File: src/hdl/assert_macros.svh
// Assertion helpers used by the top-level RTL file.
`ifndef ASSERT_MACROS_SVH
`define ASSERT_MACROS_SVH

// Same-cycle implication, disabled while reset is asserted.
`define ASSERT_SAME(label, clk, rst_n, ante, cons) \
    label: assert property (@(posedge clk) disable iff (!rst_n) (ante) |-> (cons)) \
        else $error("same-cycle check failed");

// Next-cycle implication, disabled while reset is asserted.
`define ASSERT_NEXT(label, clk, rst_n, ante, cons) \
    label: assert property (@(posedge clk) disable iff (!rst_n) (ante) |=> (cons)) \
        else $error("next-cycle check failed");

`endif

File: src/hdl/sbc_pkg.sv
package sbc_pkg;

    localparam int VERTEX_SLOTS_DEF = 4096;
    localparam int COORD_BITS_DEF   = 16;

    // Fixed request field widths.
    localparam int CMD_W    = 2;
    localparam int INDEX_W  = 12;
    localparam int SCREEN_W = 16;

    // Request command codes.
    localparam logic [CMD_W-1:0] CMD_LOAD  = 2'd0;
    localparam logic [CMD_W-1:0] CMD_CULL  = 2'd1;
    localparam logic [CMD_W-1:0] CMD_CLEAR = 2'd2;
    localparam logic [CMD_W-1:0] CMD_QUERY = 2'd3;

    // Capture strobes from the controller to the cross-product datapath.
    typedef struct packed {
        logic cap_origin;
        logic cap_edge_b;
        logic cap_edge_c;
        logic cap_prod;
    } sbc_cross_ctl_t;

endpackage

File: src/hdl/sbc_cross.sv
module sbc_cross #(
    parameter int COORD_BITS = sbc_pkg::COORD_BITS_DEF
) (
    input  logic                         clk,
    input  sbc_pkg::sbc_cross_ctl_t      ctl,
    input  logic signed [COORD_BITS-1:0] x_in,
    input  logic signed [COORD_BITS-1:0] y_in,
    output logic                         facing
);

    localparam int DIFF_W = COORD_BITS + 1;
    localparam int PROD_W = 2 * DIFF_W;

    logic signed [COORD_BITS-1:0] x0_reg;
    logic signed [COORD_BITS-1:0] y0_reg;
    logic signed [DIFF_W-1:0]     xa_reg;
    logic signed [DIFF_W-1:0]     ya_reg;
    logic signed [DIFF_W-1:0]     xb_reg;
    logic signed [DIFF_W-1:0]     yb_reg;
    logic signed [PROD_W-1:0]     p1_reg;
    logic signed [PROD_W-1:0]     p2_reg;
    logic signed [DIFF_W-1:0]     dx;
    logic signed [DIFF_W-1:0]     dy;

    // Edge differences never overflow at one extra bit.
    assign dx = DIFF_W'(x_in) - DIFF_W'(x0_reg);
    assign dy = DIFF_W'(y_in) - DIFF_W'(y0_reg);

    always_ff @(posedge clk)
    begin
        if (ctl.cap_origin)
        begin
            x0_reg <= x_in;
            y0_reg <= y_in;
        end
        if (ctl.cap_edge_b)
        begin
            xa_reg <= dx;
            ya_reg <= dy;
        end
        if (ctl.cap_edge_c)
        begin
            xb_reg <= dx;
            yb_reg <= dy;
        end
        if (ctl.cap_prod)
        begin
            p1_reg <= PROD_W'(xa_reg) * PROD_W'(yb_reg);
            p2_reg <= PROD_W'(ya_reg) * PROD_W'(xb_reg);
        end
    end

    // The cross product z = p1 - p2 is not positive exactly when p1 <= p2.
    assign facing = (p1_reg <= p2_reg);

endmodule

File: config.mk
export PLATFORM = sky130hd
export DESIGN_NAME = sbc_cross
export DESIGN_NICKNAME = d
export VERILOG_FILES = /design/src/hdl/assert_macros.svh /design/src/hdl/sbc_pkg.sv /design/src/hdl/sbc_cross.sv
export SDC_FILE = /design/constraint.sdc
export NUM_CORES = 2
export LEC_CHECK = 0
export BUFFER_PORTS_ARGS = -buffer_cell sky130_fd_sc_hd__buf_2
export CORE_MARGIN = 2
export CORE_UTILIZATION = 65
export DETAILED_ROUTE_END_ITERATION = 10
export MAX_ROUTING_LAYER = met4
export PLACE_DENSITY = 0.8
export SLEW_MARGIN = 5
export SYNTH_ARGS = -nofsm -noshare
export SYNTH_HDL_FRONTEND = slang
export SYNTH_SLANG_ARGS = --single-unit
File: constraint.sdc
create_clock -name clk -period 6.75 [get_ports clk]
set_input_delay 0.675 -clock clk [delete_from_list [all_inputs] [get_ports clk]]
set_output_delay 0.675 -clock clk [all_outputs]
set_load 0.01 [all_outputs]
Yosys cells after proc, flatten, opt, wreduce, memory -nomap -nowiden
Index checks and enable logic that the tools add are counted.

cells by class
  add/sub/neg operators = 2
  multipliers = 2
  magnitude comparators = 1

operators with widths
  cell                                            number
  17-bit by 17-bit multiplier with 34-bit output  2
  34-bit less-or-equal comparator                 1
  16-bit by 16-bit subtractor with 17-bit output  2

storage, ports and cells
  bits in registers = 168

Logic depth before layout (Yosys ltp)
  depth after elaboration = 1
  mapped depth = 25
  gate-level depth less buffers = 23

Least setup slack after synthesis
Ideal clock, no wire load.

  path kind = reg2reg
  start = register ya_reg[16]
  end = register p2_reg[33], data pin
  library setup time = 0.258 ns
  data arrival time = 5.972 ns
  path slack = 0.520 ns
  stages on the path, launching flop included = 23
  clock period less this slack = 6.230 ns
  cell sequence = edfxtp_1 clkbuf_1 nand2_1 inv_1 fa_1 fa_1 fa_1 fa_1 fa_1 inv_1 fa_1 inv_1 ha_1 clkbuf_1 a21oi_1 o21bai_1 a21oi_1 o21ai_1 o21ba_2 a21oi_1 nand4_1 a311o_1 xnor2_1

on the way
  word-level cells in the longest chain between the ends = 1

RTL lines
  item                                            RTL line         RTL
  start: declaration                              sbc_cross.sv:17  logic signed [DIFF_W-1:0] ya_reg;
  start signal: assignment                        sbc_cross.sv:39  ya_reg <= dy;
  17-bit by 17-bit multiplier with 34-bit output  sbc_cross.sv:49  p2_reg <= PROD_W'(ya_reg) * PROD_W'(xb_reg);
  end signal: assignment                          sbc_cross.sv:49
  end: declaration                                sbc_cross.sv:21  logic signed [PROD_W-1:0] p2_reg;

No other way between the ends.
A chain may end at the register's enable or synchronous reset.

Worst setup path in the final report
  start = register ya_reg[8]
  end = register p2_reg[32], data pin

The elaborated chain is that of the path after synthesis.

==> out/results.txt <==
Fin. Hold Viols - 0
Type of origin of the critical path - register
TritonRoute pass-1 iters - 5
Largest family of logic cells by synthesized area - adder cells
Outcome - complete, no violations
Post-DP HPWL - 55.35 mm
Vias - 19860
I/O Pins - 38
Max Freq - 152.0 MHz
Layout cells sized above 1 - 6.186%
Final slew viol count - 0
Worst endpoint required time - 6960 ps
Final nets - 3780
Critical Path Fanout Max - 10
Tightest Hold Check Type - in2reg
Placeable Area - 44030 sq um
Endpoint arrival time on the critical path - 6790 ps
Die area - 46120 sq um
Clock Tree Root - clkbuf_16
Cell row count - 77
Sequential-to-total area share from yosys stat - 17.47%
Yosys cell types - 57
Synth Area in Adders - 51.42%
Mapped Nets - 3705
Initial core utilization - 65.57%
Synth-to-layout area growth - 7.281%
Synth Area in Compound Gates - 5.262%
Post-route ant nets - 0
Share of flip-flops with an asynchronous set or reset - 0%
Max Buffers Root-to-Sink - 2
Mux cell area share after synthesis - 0.1040%
Drt total wl - 67.36 mm
Fin crit share - 97.47%
GPL Wtd Cong - 0.9598
Initial antenna violation count - 1
Drt drc - 0
Vias in the first global route - 21900
Hold buffer count at cts - 0
Total GRT Usage - 32.24%
FF+latch count, synth - 168
TritonCTS clock tree - built
Die X - 214.7 microns
XOR/XNOR Fraction of Synth Area - 2.639%
First-pass GRT wire length - 111.9 mm
Clk_lat worst skew - 460 ps
Top_reg_cell synth - edfxtp_1
Number of synthesized flops with an enable pin - 168
WL per Instance - 19.14 microns
Post-synthesis instance total - 2838
Setup Skew - 16.95 ps
Slew headroom - 33.95%
Ys Warns - 0
Max_cap viols - 0
Avg Vias per Cell - 5.643
WS Path Type - reg2reg
CTS Buf Count - 17
Initial DRC Count - 1564
Average instance area after synthesis - 10.17 sq um
Post-Layout Cell Count - 3519
CTS HTree Levels - 4
Slew @ Worst Pin - 990.8 ps
Total gr overflow - 0
CTS clock-pin slew for the worst setup and hold paths - 80 ps
Final setup vio count - 0
Port bufs - 37
Synthesized area - 28870 sq um
Post-Synth Simple-Gate Area - 13.69%
DP Cell Count - 3453
Sink Count - 168
Minimum clock period - 6579 ps
Worst setup EP type - register
DIE HEIGHT - 214.7 microns
Pin count of the biggest net entering global routing - 69
synth_stat cells (5+ instances only):
cell type	count	share of area (%)
a211oi_1	12	0.31
a21boi_1	5	0.13
nand2b_1	16	0.35
nor3_1	20	0.35
or3_1	9	0.20
edfxtp_1	168	17
ha_1	236	10
a31oi_1	6	0.13
xnor2_1	71	2.2
and2_1	289	6.3
o21bai_1	5	0.13
nor2_1	88	1.1
nor2b_1	14	0.30
clkbuf_1	78	1.0
and3_1	14	0.30
o21ai_0	31	0.54
a21oi_1	71	1.2
nand3_1	19	0.33
o21ai_1	12	0.21
inv_1	646	8.4
o21a_1	21	0.55
xor2_1	16	0.49
o211ai_1	6	0.16
a21o_1	30	0.78
nand2_1	300	3.9
nand4_1	14	0.30
fa_1	594	41
final timing paths:
| path | startpoint | endpoint | slack (ps) | depth (start not counted) |
|---|---|---|---|---|
| worst max-delay path | ya_reg[8] | p2_reg[32] | 170 | 19 |
| worst min-delay path | x_in[12] | x0_reg[12] | 410 | 1 |
| worst max register to register | ya_reg[8] | p2_reg[32] | 170 | 19 |
| worst min register to register | x0_reg[0] | xb_reg[0] | 690 | 2 |
cell type report:
class | count | area [sq um]
diodes | 1 | 2.502
repair buffers | 134 | 998.5
inverters | 646 | 2425
fillers | 3238 | 13060
multi-input cells | 1946 | 21130
flip-flops and latches | 168 | 5045
clock buffers | 17 | 425.4
clock inverters | 15 | 206.4
well taps | 592 | 740.7
cells by family (layout without fill, tap and decap cells):
family / count (synthesis) / in the layout
flip-flops: 168 / 168
other: 0 / 1
buffers and inverters: 724 / 812
multiplexers: 3 / 3
AO/OA/AOI/OAI: 233 / 233
adder cells (fa/ha/maj): 830 / 830
XOR/XNOR: 87 / 87
AND/OR/NAND/NOR: 793 / 793
routing by layer:
layer | global-route usage, % | part of all wire [%] | wire length, microns
met4 | 12.82 | 4.6 | 3079
met1 | 41.96 | 40 | 26630
met5 | - | 0 | 0
met2 | 51.33 | 48 | 32560
met3 | 5.138 | 7.6 | 5093
critical path, cell delays in order (launching register included):
cell      delay [ps]
edfxtp_1         780
buf_4            280
nand2_1           80
fa_1             500
fa_1             590
fa_1             460
fa_1             550
inv_1             50
fa_1             470
inv_1             50
fa_1             470
inv_1             50
ha_1             340
a21o_1           200
a31o_1           240
a221oi_4         470
o31ai_1          220
o21ba_1          230
a21oi_1          200
xnor2_1          100
timing repair:
item                       4_1_cts  5_1_grt
setup endpoints to repair        0        6
setup buffers                    0       33
resized for setup                0        6
stage by stage:
stage               TNS [ps]  worst slack [ps]  instance area [sq um]  hold WS, ps  util [%]
global placement           0             247.2                  30000        657.5     68.13
CTS                        0             84.69                  30630        390.0     69.56
global route          -96.08            -54.06                  30970        389.9     70.34
detailed placement         0             72.22                  30000        677.8     68.13
floorplan                  0             520.3                  28870        610.1         -
finish                     0             171.0                  30970        411.0     70.34
cell usage in the layout (no fill, tap or decap), types with 7 or more instances in the layout:
master | synthesis | routed
clkbuf_16 | 0 | 17
nand4_1 | 14 | 14
nor2b_1 | 14 | 14
ha_1 | 236 | 236
o21ai_1 | 12 | 12
or3_1 | 9 | 8
a21o_1 | 30 | 30
buf_12 | 0 | 7
fa_1 | 594 | 592
inv_1 | 646 | 646
a21oi_1 | 71 | 69
and3_1 | 14 | 14
edfxtp_1 | 168 | 168
nand3_1 | 19 | 19
xor2_1 | 16 | 16
nor3_1 | 20 | 20
buf_4 | 0 | 89
nor2_1 | 88 | 88
buf_2 | 0 | 37
o21a_1 | 21 | 21
and2_1 | 289 | 289
nand2b_1 | 16 | 16
a211oi_1 | 12 | 12
xnor2_1 | 71 | 71
o21ai_0 | 31 | 31
nand2_1 | 300 | 300
Power is not shown: default switching activity piles up to over one toggle a cycle in this logic, so the estimate is an artifact.
